`config.mk`:
```
export PLATFORM = sky130hd
export DESIGN_NAME = stepper_ramp_pulse_generator
export DESIGN_NICKNAME = d
export VERILOG_FILES = /design/src/rtl/srpg_pkg.sv /design/src/rtl/stepper_ramp_pulse_generator.sv /design/src/rtl/srpg_csr.sv /design/src/rtl/srpg_ctrl.sv /design/src/rtl/srpg_dp.sv
export SDC_FILE = /design/constraint.sdc
export NUM_CORES = 2
export LEC_CHECK = 0
export BUFFER_PORTS_ARGS = -buffer_cell sky130_fd_sc_hd__buf_2
export CAP_MARGIN = 20
export CORE_MARGIN = 2
export CORE_UTILIZATION = 29
export CTS_CLUSTER_SIZE = 8
export DETAILED_ROUTE_END_ITERATION = 7
export MAX_ROUTING_LAYER = met4
export PLACE_DENSITY = 0.54
export SLEW_MARGIN = 20
export SYNTH_ARGS = -nofsm -noshare
export SYNTH_HDL_FRONTEND = slang
export SYNTH_SLANG_ARGS = --single-unit
export TNS_END_PERCENT = 100
```
`constraint.sdc`:
```
create_clock -name clock -period 11.3 [get_ports clock]
set_clock_uncertainty 0.15 [all_clocks]
set_input_delay 1.695 -clock clock [delete_from_list [all_inputs] [get_ports clock]]
set_output_delay 1.695 -clock clock [all_outputs]
set_load 0.05 [all_outputs]
```
`src/rtl/srpg_pkg.sv`:
```
// Package: shared types, codes and constants of the stepper ramp pulse generator.
package srpg_pkg;

   localparam int FRAC_BITS = 8;
   localparam int PERIOD_W = 32;
   localparam int WHOLE_W = 24;
   localparam int COUNT_W = 32;
   localparam int RAMP_W = 33;
   localparam int DIVIDEND_W = PERIOD_W + 1;
   localparam int DIVISOR_W = 34;
   localparam int DIV_STEPS = DIVIDEND_W;
   localparam int DIV_CNT_W = $clog2(DIV_STEPS);
   localparam int CSR_ADDR_W = 4;
   localparam int CSR_DATA_W = 32;

   localparam logic [WHOLE_W-1:0] WHOLE_MAX = {WHOLE_W{1'b1}};
   localparam logic [DIV_CNT_W-1:0] DIV_LAST = DIV_CNT_W'(DIV_STEPS - 1);

   localparam logic [1:0] CMD_TICK = 2'd0;
   localparam logic [1:0] CMD_START = 2'd1;
   localparam logic [1:0] CMD_STOP = 2'd2;

   localparam logic [1:0] IDX_START_PERIOD = 2'd0;
   localparam logic [1:0] IDX_MIN_PERIOD = 2'd1;
   localparam logic [1:0] IDX_DECEL_LIMIT = 2'd2;

   typedef enum logic [2:0] {
      ST_IDLE,
      ST_EXEC,
      ST_DIV,
      ST_FIX,
      ST_OUT
   } state_type;

   typedef struct packed {
      logic latch;
      logic exec;
      logic div_step;
      logic fix;
      logic load_out;
   } dp_cmd_type;

   typedef struct packed {
      logic need_div;
   } dp_status_type;

   typedef struct packed {
      logic [PERIOD_W-1:0] start_period;
      logic [PERIOD_W-1:0] min_period;
      logic [COUNT_W-1:0] decel_limit;
   } cfg_type;

endpackage

```
`src/rtl/stepper_ramp_pulse_generator.sv`:
```
// Top level of the stepper ramp pulse generator.
//
// Usage: each req_ item is a command: a one-microsecond tick, a start of a
// move (direction and step count) or a stop with deceleration. Every item
// yields exactly one rsp_ item with the step pulse flag, direction level,
// busy flag, steps issued so far and the current whole period.
// An item is taken when req_valid is high and req_stall low; a result is
// taken when rsp_valid is high and rsp_stall low.
// Items that do not compute a new ramp period pass through the execute
// and output states; a tick that fires a step after the first one also
// runs the 33-iteration restoring divider that forms 2p / (4n + 1) one
// quotient bit per cycle, then the fix state. One item is in work at a
// time; the next is accepted only after the previous result is loaded
// into the output register.
// A result held under rsp_stall stays in the output register while the
// next item is accepted and worked; that item's result waits for the
// register to free.
// Reset (synchronous, active high) clears the move state and loads the
// configuration defaults. Configuration registers sit at byte addresses
// 0, 4 and 8; the user must see that they are written only while the block is idle, as the block does not enforce it.
module stepper_ramp_pulse_generator
   import srpg_pkg::*;
(
   input  logic                  clock,
   input  logic                  reset,
   input  logic                  req_valid,
   output logic                  req_stall,
   input  logic [1:0]            req_command,
   input  logic                  req_direction,
   input  logic [COUNT_W-1:0]    req_step_count,
   output logic                  rsp_valid,
   input  logic                  rsp_stall,
   output logic                  rsp_step_pulse,
   output logic                  rsp_dir_level,
   output logic                  rsp_busy_res,
   output logic [COUNT_W-1:0]    rsp_steps_done,
   output logic [WHOLE_W-1:0]    rsp_period_now,
   input  logic                  csr_psel,
   input  logic                  csr_penable,
   input  logic                  csr_pwrite,
   input  logic [CSR_ADDR_W-1:0] csr_paddr,
   input  logic [CSR_DATA_W-1:0] csr_pwdata,
   output logic [CSR_DATA_W-1:0] csr_prdata,
   output logic                  csr_pready
);

   cfg_type       cfg;
   dp_cmd_type    cmd;
   dp_status_type status;

   srpg_csr u_csr (
      .clock       (clock),
      .reset       (reset),
      .csr_psel    (csr_psel),
      .csr_penable (csr_penable),
      .csr_pwrite  (csr_pwrite),
      .csr_paddr   (csr_paddr),
      .csr_pwdata  (csr_pwdata),
      .csr_prdata  (csr_prdata),
      .csr_pready  (csr_pready),
      .cfg         (cfg)
   );

   srpg_ctrl u_ctrl (
      .clock     (clock),
      .reset     (reset),
      .req_valid (req_valid),
      .req_stall (req_stall),
      .rsp_valid (rsp_valid),
      .rsp_stall (rsp_stall),
      .status    (status),
      .cmd       (cmd)
   );

   srpg_dp u_dp (
      .clock          (clock),
      .reset          (reset),
      .cmd            (cmd),
      .status         (status),
      .cfg            (cfg),
      .req_command    (req_command),
      .req_direction  (req_direction),
      .req_step_count (req_step_count),
      .rsp_step_pulse (rsp_step_pulse),
      .rsp_dir_level  (rsp_dir_level),
      .rsp_busy_res   (rsp_busy_res),
      .rsp_steps_done (rsp_steps_done),
      .rsp_period_now (rsp_period_now)
   );

endmodule

```
`src/rtl/srpg_csr.sv`:
```
// Configuration registers behind the APB-style port.
module srpg_csr
   import srpg_pkg::*;
(
   input  logic                  clock,
   input  logic                  reset,
   input  logic                  csr_psel,
   input  logic                  csr_penable,
   input  logic                  csr_pwrite,
   input  logic [CSR_ADDR_W-1:0] csr_paddr,
   input  logic [CSR_DATA_W-1:0] csr_pwdata,
   output logic [CSR_DATA_W-1:0] csr_prdata,
   output logic                  csr_pready,
   output cfg_type               cfg
);

   logic [PERIOD_W-1:0] start_period_ff, start_period_in;
   logic [PERIOD_W-1:0] min_period_ff, min_period_in;
   logic [COUNT_W-1:0]  decel_limit_ff, decel_limit_in;
   logic                wr_en;
   logic [1:0]          idx;

   assign csr_pready = 1'b1;
   assign wr_en = csr_psel & csr_penable & csr_pwrite;
   assign idx = csr_paddr[CSR_ADDR_W-1:2];

   always_comb begin
      start_period_in = start_period_ff;
      min_period_in = min_period_ff;
      decel_limit_in = decel_limit_ff;
      if (wr_en) begin
         unique case (idx)
            IDX_START_PERIOD: start_period_in = csr_pwdata;
            IDX_MIN_PERIOD:   min_period_in = csr_pwdata;
            IDX_DECEL_LIMIT:  decel_limit_in = csr_pwdata;
            default: ;
         endcase
      end
   end

   always_comb begin
      unique case (idx)
         IDX_START_PERIOD: csr_prdata = start_period_ff;
         IDX_MIN_PERIOD:   csr_prdata = min_period_ff;
         IDX_DECEL_LIMIT:  csr_prdata = decel_limit_ff;
         default:          csr_prdata = '0;
      endcase
   end

   always_ff @(posedge clock) begin
      if (reset) begin
         start_period_ff <= 32'd256000;
         min_period_ff <= 32'd25600;
         decel_limit_ff <= 32'd1000;
      end else begin
         start_period_ff <= start_period_in;
         min_period_ff <= min_period_in;
         decel_limit_ff <= decel_limit_in;
      end
   end

   assign cfg.start_period = start_period_ff;
   assign cfg.min_period = min_period_ff;
   assign cfg.decel_limit = decel_limit_ff;

endmodule

```
`src/rtl/srpg_ctrl.sv`:
```
// Controller: sequences item execution, the divider iterations and result hand-off.
module srpg_ctrl
   import srpg_pkg::*;
(
   input  logic          clock,
   input  logic          reset,
   input  logic          req_valid,
   output logic          req_stall,
   output logic          rsp_valid,
   input  logic          rsp_stall,
   input  dp_status_type status,
   output dp_cmd_type    cmd
);

   state_type            state_ff, state_in;
   logic [DIV_CNT_W-1:0] cnt_ff, cnt_in;
   logic                 out_valid_ff, out_valid_in;
   logic                 slot_free;

   assign slot_free = !out_valid_ff || !rsp_stall;

   always_comb begin
      state_in = state_ff;
      unique case (state_ff)
         ST_IDLE: begin
            if (req_valid) state_in = ST_EXEC;
         end
         ST_EXEC: begin
            state_in = status.need_div ? ST_DIV : ST_OUT;
         end
         ST_DIV: begin
            if (cnt_ff == DIV_LAST) state_in = ST_FIX;
         end
         ST_FIX: begin
            state_in = ST_OUT;
         end
         ST_OUT: begin
            if (slot_free) state_in = ST_IDLE;
         end
         default: state_in = ST_IDLE;
      endcase
   end

   always_comb begin
      cmd = '0;
      req_stall = 1'b1;
      unique case (state_ff)
         ST_IDLE: begin
            req_stall = 1'b0;
            cmd.latch = req_valid;
         end
         ST_EXEC: cmd.exec = 1'b1;
         ST_DIV:  cmd.div_step = 1'b1;
         ST_FIX:  cmd.fix = 1'b1;
         ST_OUT:  cmd.load_out = slot_free;
         default: ;
      endcase
   end

   always_comb begin
      cnt_in = (state_ff == ST_DIV) ? cnt_ff + 1'b1 : '0;
      out_valid_in = out_valid_ff;
      if (out_valid_ff && !rsp_stall) out_valid_in = 1'b0;
      if (cmd.load_out) out_valid_in = 1'b1;
   end

   assign rsp_valid = out_valid_ff;

   always_ff @(posedge clock) begin
      if (reset) begin
         state_ff <= ST_IDLE;
         cnt_ff <= '0;
         out_valid_ff <= 1'b0;
      end else begin
         state_ff <= state_in;
         cnt_ff <= cnt_in;
         out_valid_ff <= out_valid_in;
      end
   end

endmodule

```
`src/rtl/srpg_dp.sv`:
```
// Datapath: move state, step timing, iterative period divider and result register.
module srpg_dp
   import srpg_pkg::*;
(
   input  logic                clock,
   input  logic                reset,
   input  dp_cmd_type          cmd,
   output dp_status_type       status,
   input  cfg_type             cfg,
   input  logic [1:0]          req_command,
   input  logic                req_direction,
   input  logic [COUNT_W-1:0]  req_step_count,
   output logic                rsp_step_pulse,
   output logic                rsp_dir_level,
   output logic                rsp_busy_res,
   output logic [COUNT_W-1:0]  rsp_steps_done,
   output logic [WHOLE_W-1:0]  rsp_period_now
);

   function automatic logic [WHOLE_W-1:0] whole_of(input logic [PERIOD_W-1:0] p);
      logic [PERIOD_W-1:0] s;
      s = p >> FRAC_BITS;
      return (s > PERIOD_W'(WHOLE_MAX)) ? WHOLE_MAX : s[WHOLE_W-1:0];
   endfunction

   // latched item
   logic [1:0]          lat_cmd_ff, lat_cmd_in;
   logic                lat_dir_ff, lat_dir_in;
   logic [COUNT_W-1:0]  lat_cnt_ff, lat_cnt_in;

   // move state
   logic [COUNT_W-1:0]  steps_left_ff, steps_left_in;
   logic [COUNT_W-1:0]  steps_issued_ff, steps_issued_in;
   logic [RAMP_W-1:0]   ramp_ff, ramp_in;
   logic [COUNT_W-1:0]  decel_ff, decel_in;
   logic [PERIOD_W-1:0] period_fixed_ff, period_fixed_in;
   logic [WHOLE_W-1:0]  period_whole_ff, period_whole_in;
   logic [WHOLE_W-1:0]  elapsed_ff, elapsed_in;
   logic                dir_ff, dir_in;
   logic                pulse_ff, pulse_in;

   // divider
   logic [DIVIDEND_W-1:0] dvd_ff, dvd_in;
   logic [DIVISOR_W-1:0]  dvs_ff, dvs_in;
   logic [DIVISOR_W-1:0]  rem_ff, rem_in;
   logic [DIVIDEND_W-1:0] quo_ff, quo_in;
   logic                  neg_ff, neg_in;

   // result register
   logic                out_pulse_ff, out_pulse_in;
   logic                out_dir_ff, out_dir_in;
   logic                out_busy_ff, out_busy_in;
   logic [COUNT_W-1:0]  out_done_ff, out_done_in;
   logic [WHOLE_W-1:0]  out_period_ff, out_period_in;

   logic [WHOLE_W-1:0]  el_inc;
   logic                fire;
   logic [RAMP_W-1:0]   ramp_adj;
   logic [RAMP_W-1:0]   ramp_mag;
   logic [DIVISOR_W-1:0] den_mag;
   logic [DIVISOR_W:0]  r_sh;
   logic                ge;
   logic signed [PERIOD_W+2:0] np;
   logic [COUNT_W-1:0]  half;
   logic [COUNT_W-1:0]  stop_decel;

   assign el_inc = (elapsed_ff < WHOLE_MAX) ? elapsed_ff + 1'b1 : elapsed_ff;
   assign fire = (lat_cmd_ff == CMD_TICK) && (steps_left_ff != '0) &&
                 (el_inc >= period_whole_ff);
   assign status.need_div = fire && (steps_issued_ff != '0);

   assign ramp_adj = (!ramp_ff[RAMP_W-1] && (ramp_ff != '0) && (decel_ff >= steps_left_ff))
                     ? RAMP_W'(-{1'b0, decel_ff}) : ramp_ff;
   assign ramp_mag = ramp_adj[RAMP_W-1] ? RAMP_W'(-ramp_adj) : ramp_adj;
   assign den_mag = ramp_adj[RAMP_W-1] ? {ramp_mag[COUNT_W-1:0], 2'b00} - 1'b1
                                       : {ramp_mag[COUNT_W-1:0], 2'b01};

   assign r_sh = {rem_ff, dvd_ff[DIVIDEND_W-1]};
   assign ge = r_sh >= {1'b0, dvs_ff};

   assign np = neg_ff ? $signed({3'b000, period_fixed_ff}) + $signed({2'b00, quo_ff})
                      : $signed({3'b000, period_fixed_ff}) - $signed({2'b00, quo_ff});

   assign half = lat_cnt_ff >> 1;
   assign stop_decel = (steps_issued_ff < decel_ff) ? steps_issued_ff : decel_ff;

   always_comb begin
      lat_cmd_in = lat_cmd_ff;
      lat_dir_in = lat_dir_ff;
      lat_cnt_in = lat_cnt_ff;
      steps_left_in = steps_left_ff;
      steps_issued_in = steps_issued_ff;
      ramp_in = ramp_ff;
      decel_in = decel_ff;
      period_fixed_in = period_fixed_ff;
      period_whole_in = period_whole_ff;
      elapsed_in = elapsed_ff;
      dir_in = dir_ff;
      pulse_in = pulse_ff;
      dvd_in = dvd_ff;
      dvs_in = dvs_ff;
      rem_in = rem_ff;
      quo_in = quo_ff;
      neg_in = neg_ff;
      out_pulse_in = out_pulse_ff;
      out_dir_in = out_dir_ff;
      out_busy_in = out_busy_ff;
      out_done_in = out_done_ff;
      out_period_in = out_period_ff;

      if (cmd.latch) begin
         lat_cmd_in = req_command;
         lat_dir_in = req_direction;
         lat_cnt_in = req_step_count;
      end

      if (cmd.exec) begin
         pulse_in = fire;
         case (lat_cmd_ff)
            CMD_TICK: begin
               if (steps_left_ff != '0) begin
                  elapsed_in = el_inc;
                  if (status.need_div) begin
                     ramp_in = ramp_adj;
                     neg_in = ramp_adj[RAMP_W-1];
                     dvd_in = {period_fixed_ff, 1'b0};
                     dvs_in = den_mag;
                     rem_in = '0;
                     quo_in = '0;
                  end else if (fire) begin
                     period_fixed_in = cfg.start_period;
                     period_whole_in = whole_of(cfg.start_period);
                     steps_left_in = steps_left_ff - 1'b1;
                     steps_issued_in = steps_issued_ff + 1'b1;
                     ramp_in = ramp_ff + 1'b1;
                     elapsed_in = '0;
                  end
               end
            end
            CMD_START: begin
               steps_left_in = lat_cnt_ff;
               steps_issued_in = '0;
               ramp_in = '0;
               elapsed_in = '0;
               period_whole_in = '0;
               decel_in = (cfg.decel_limit < half) ? cfg.decel_limit : half;
               dir_in = lat_dir_ff;
            end
            CMD_STOP: begin
               if (steps_left_ff != '0) begin
                  decel_in = stop_decel;
                  steps_left_in = stop_decel + 1'b1;
                  ramp_in = RAMP_W'(-({1'b0, stop_decel} + 1'b1));
               end
            end
            default: ;
         endcase
      end

      if (cmd.div_step) begin
         rem_in = ge ? DIVISOR_W'(r_sh - {1'b0, dvs_ff}) : r_sh[DIVISOR_W-1:0];
         quo_in = {quo_ff[DIVIDEND_W-2:0], ge};
         dvd_in = {dvd_ff[DIVIDEND_W-2:0], 1'b0};
      end

      if (cmd.fix) begin
         if (np < $signed({3'b000, cfg.min_period})) begin
            period_fixed_in = cfg.min_period;
         end else if (np[PERIOD_W+2:PERIOD_W] != 3'b000) begin
            period_fixed_in = {PERIOD_W{1'b1}};
         end else begin
            period_fixed_in = np[PERIOD_W-1:0];
         end
         period_whole_in = whole_of(period_fixed_in);
         steps_left_in = steps_left_ff - 1'b1;
         steps_issued_in = steps_issued_ff + 1'b1;
         ramp_in = ramp_ff + 1'b1;
         elapsed_in = '0;
      end

      if (cmd.load_out) begin
         out_pulse_in = pulse_ff;
         out_dir_in = dir_ff;
         out_busy_in = steps_left_ff != '0;
         out_done_in = steps_issued_ff;
         out_period_in = period_whole_ff;
      end
   end

   always_ff @(posedge clock) begin
      if (reset) begin
         steps_left_ff <= '0;
         steps_issued_ff <= '0;
         ramp_ff <= '0;
         decel_ff <= '0;
         period_fixed_ff <= '0;
         period_whole_ff <= '0;
         elapsed_ff <= '0;
         dir_ff <= 1'b0;
      end else begin
         steps_left_ff <= steps_left_in;
         steps_issued_ff <= steps_issued_in;
         ramp_ff <= ramp_in;
         decel_ff <= decel_in;
         period_fixed_ff <= period_fixed_in;
         period_whole_ff <= period_whole_in;
         elapsed_ff <= elapsed_in;
         dir_ff <= dir_in;
      end
   end

   always_ff @(posedge clock) begin
      lat_cmd_ff <= lat_cmd_in;
      lat_dir_ff <= lat_dir_in;
      lat_cnt_ff <= lat_cnt_in;
      pulse_ff <= pulse_in;
      dvd_ff <= dvd_in;
      dvs_ff <= dvs_in;
      rem_ff <= rem_in;
      quo_ff <= quo_in;
      neg_ff <= neg_in;
      out_pulse_ff <= out_pulse_in;
      out_dir_ff <= out_dir_in;
      out_busy_ff <= out_busy_in;
      out_done_ff <= out_done_in;
      out_period_ff <= out_period_in;
   end

   assign rsp_step_pulse = out_pulse_ff;
   assign rsp_dir_level = out_dir_ff;
   assign rsp_busy_res = out_busy_ff;
   assign rsp_steps_done = out_done_ff;
   assign rsp_period_now = out_period_ff;

endmodule

```
==> impl_metrics.json <==
{
  "outcome": "finished, final reports clean",
  "tritoncts": "done",
  "drc": 0,
  "ys.flop_type": "dfxtp_1",
  "mostFrequentLayoutCells": "nand2_1 (597), nor2_1 (399), a21oi_1 (377)",
  "share_of_layout_cells_above_drive_strength_1_pct": 9.354,
  "worst_slack_ns": 3.391,
  "synth.ff_latch_count": 544,
  "layout.nets": 5055,
  "cap_viol_max_count": 0,
  "cts.clk_slew.worst_paths_ns": 0.05,
  "synth_largest_type_area_fraction_pct": 18.10,
  "final_common_cell": "nand2_1",
  "p_clk_share_pct": 35.9,
  "timing_hold_violations_final": 0,
  "finalCritPeriodShare_pct": 69.99,
  "final.setup.tns_ns": 0,
  "slew_headroom_pct": 26.61,
  "via_count_of_the_first_global_routing_pass": 33115,
  "end_kind": "flip-flop",
  "die-width_um": 365.2,
  "ctsResizeCount": 0,
  "port_buffers": 168,
  "netlist.top_cell.by_area": "edfxtp_1",
  "clock_tree.htree_level_count": 3,
  "routabilityCongestion": 0.9854,
  "number_of_rows_in_the_core_area": 132,
  "cts_post_setup_buffers_inserted": 0,
  "vias_per_cell": 5.449,
  "floorplan.io_pins": 172,
  "worst-endpoint-arrival_ns": 8.28,
  "syn_avg_cell_area_um2": 8.099,
  "grt_usage_pct": 21.75,
  "postSynthCellCount": 4671,
  "final_max_tran_viols": 0,
  "routed_wire_length_per_instance_um": 22.14,
  "global_route_wire_length_before_repair_um": 214900,
  "power.sequential.fraction_pct": 33.5,
  "max_slew.worst_pin.slew_ns": 1.101,
  "synth_async_reset_ratio_pct": 0,
  "numCtsBuffers": 81,
  "netlist_area_um2": 37830,
  "synth.lib_cells_used.distinct": 94,
  "floorplan.core_area_um2": 129500,
  "power.total_w": 0.006564,
  "layout.cells.non_filler": 6512,
  "dp.final_hpwl_um": 107500,
  "post-place-cells": 6372,
  "dr.first_iter.drc_count": 3442,
  "floorplan.initialDensity_pct": 29.22,
  "number_of_warnings_printed_during_yosys_synthesis": 0,
  "final.min_clock_period_ns": 7.909,
  "antenna_found_initial": 5,
  "internal-power_w": 0.004235,
  "switching_share_pct": 35.49,
  "crit_fanout": 31,
  "full_die_area_um2": 133400,
  "ys_top_cells_by_area": "edfxtp_1 (18%), dfxtp_1 (17%), ha_1 (8.6%)",
  "cts-root-buf": "clkbuf_16",
  "timing.hold.worst.class": "reg2reg",
  "power_per_cell_area_nw_per_um2": 152.9,
  "via_count": 35481,
  "rsz0062_at_grt": "no",
  "synth-seq-area-share_pct": 34.82,
  "detailedRoute.firstPassIterationCount": 6,
  "setup-violations-final": 0,
  "comb_power_share_pct": 30.6,
  "netSwitchingPower_w": 0.002330,
  "mappedNetlistNets": 5012,
  "timing.critical_path.required_ns": 11.67,
  "globalRouteOverflowTotal": 0,
  "post_cts_hold_buffer_count": 0,
  "cts.path.max_buffers": 3,
  "maximum_number_of_pins_on_one_net_before_global_route_repair": 98,
  "ir_drop_uv": 146.5,
  "die_height_um": 365.2,
  "fmax_ghz": 0.1264,
  "worstSetupPathType": "reg2reg",
  "dp_slack_ns": 3.569,
  "clk-insertion-delay-late_ns": 0.68,
  "p_leak_nw": 16.40,
  "start_kind": "flip-flop",
  "detail_route.wirelength_um": 144100,
  "synth_edf_count": 228,
  "area.growth.synth_to_final_pct": 13.46,
  "drtAntennaViolNets": 0,
  "clock_sink_count": 544
}
-- layout make-up --
class                           count  area, um2
Tap cell                         1742       2180
Clock inverter                      4      35.03
Sequential cell                   544      13170
Multi-Input combinational cell   3547      22610
Fill cell                       13717      86560
Clock buffer                      133       2356
Antenna cell                        2      5.005
Inverter                          291       1094
Timing Repair Buffer              249       1475
-- power groups by stage --
stage          sequential (W)  combinational, W  clock, W
4_1_cts               0.00220           0.00198   0.00241
5_1_grt               0.00220           0.00219   0.00248
3_5_place_dp          0.00224           0.00197         0
2_1_floorplan         0.00221           0.00144         0
6_report              0.00220           0.00201   0.00236
3_3_place_gp          0.00224           0.00196         0
-- state kept, by name, indices dropped and copies added (netlist names), 33 cells and up --
signal,flops
u_dp.quo_ff,33
u_dp.ramp_ff,33
u_dp.dvs_ff,33
u_dp.rem_ff,34
-- cells in the mapped netlist, types with 45 or more instances --
cell type  count
a211oi_1      45
clkbuf_1     256
nand2_1      599
edfxtp_1     228
dfxtp_1      316
nand3_1      186
nor3_1       125
nor2_1       404
xor2_1        80
xnor2_1      160
nand4_1       68
and3_1        57
a21oi_1      380
mux2i_1      134
o21ai_0      261
a21o_1        73
nor4_1        52
a31oi_1       56
inv_1        285
ha_1         260
-- metal layers --
layer | up-vias | global-route usage, % | routed length, um | share of wire (%)
met5 | - | - | 0 | 0
met4 | 0 | 8.529 | 5971 | 4.1
met3 | 262 | 3.029 | 10450 | 7.3
met2 | 1398 | 32.74 | 63520 | 44
met1 | 16992 | 29.38 | 64200 | 45
li1 | 16829 | - | - | -
-- cell families after synthesis --
family | after synthesis | synth area share (%)
AO/OA/AOI/OAI | 1173 | 19.51
XOR/XNOR | 240 | 5.556
adder cells (fa/ha/maj) | 263 | 8.757
buffers and inverters | 580 | 5.827
flip-flops | 544 | 34.82
multiplexers | 167 | 4.534
other | 1 | 0.009912
AND/OR/NAND/NOR | 1703 | 20.98
-- worst max-delay path, stage by stage, from the launching register on --
cell and delay (ns):
edfxtp_1 0.51, ha_1 0.28, fa_1 0.40, nor2b_1 0.11, o21ai_0 0.11, a21boi_0 0.53, o211ai_1 0.34, a31oi_1 0.43
a21oi_1 0.16, o41ai_1 0.74, a31oi_1 0.22, o21ai_0 0.18, o211ai_1 0.12, xnor2_1 0.35, ha_1 0.33, a21o_1 0.18
a21oi_1 0.13, o21ai_0 0.10, a211oi_1 0.23, o21bai_1 0.17, o21ai_4 0.71, buf_4 0.47, mux2_2 0.38, a221oi_1 0.33
a211oi_1 0.09
-- path summary, 6_finish.rpt --
check | to | slack, ns | startpoint | cells past startpoint
max | u_dp.period_fixed_ff[0] | 3.39 | u_dp.quo_ff[0] | 24
min | u_csr.min_period_ff[1] | 0.32 | u_csr.min_period_ff[1] | 2
max reg2reg | u_dp.period_fixed_ff[0] | 3.39 | u_dp.quo_ff[0] | 24
min reg2reg | u_csr.min_period_ff[1] | 0.32 | u_csr.min_period_ff[1] | 2
-- through the flow --
step | instance area [um2] | util, % | hold slack, ns
after global routing | 42920 | 33.15 | 0.3361
final | 42920 | 33.15 | 0.3224
after global placement | 40490 | 31.27 | 0.3096
after detailed placement | 40490 | 31.27 | 0.3144
after floorplan | 37830 | - | 0.2503
after CTS | 42880 | 33.12 | 0.3211
Note: power is estimated with default switching activity, not from simulation.
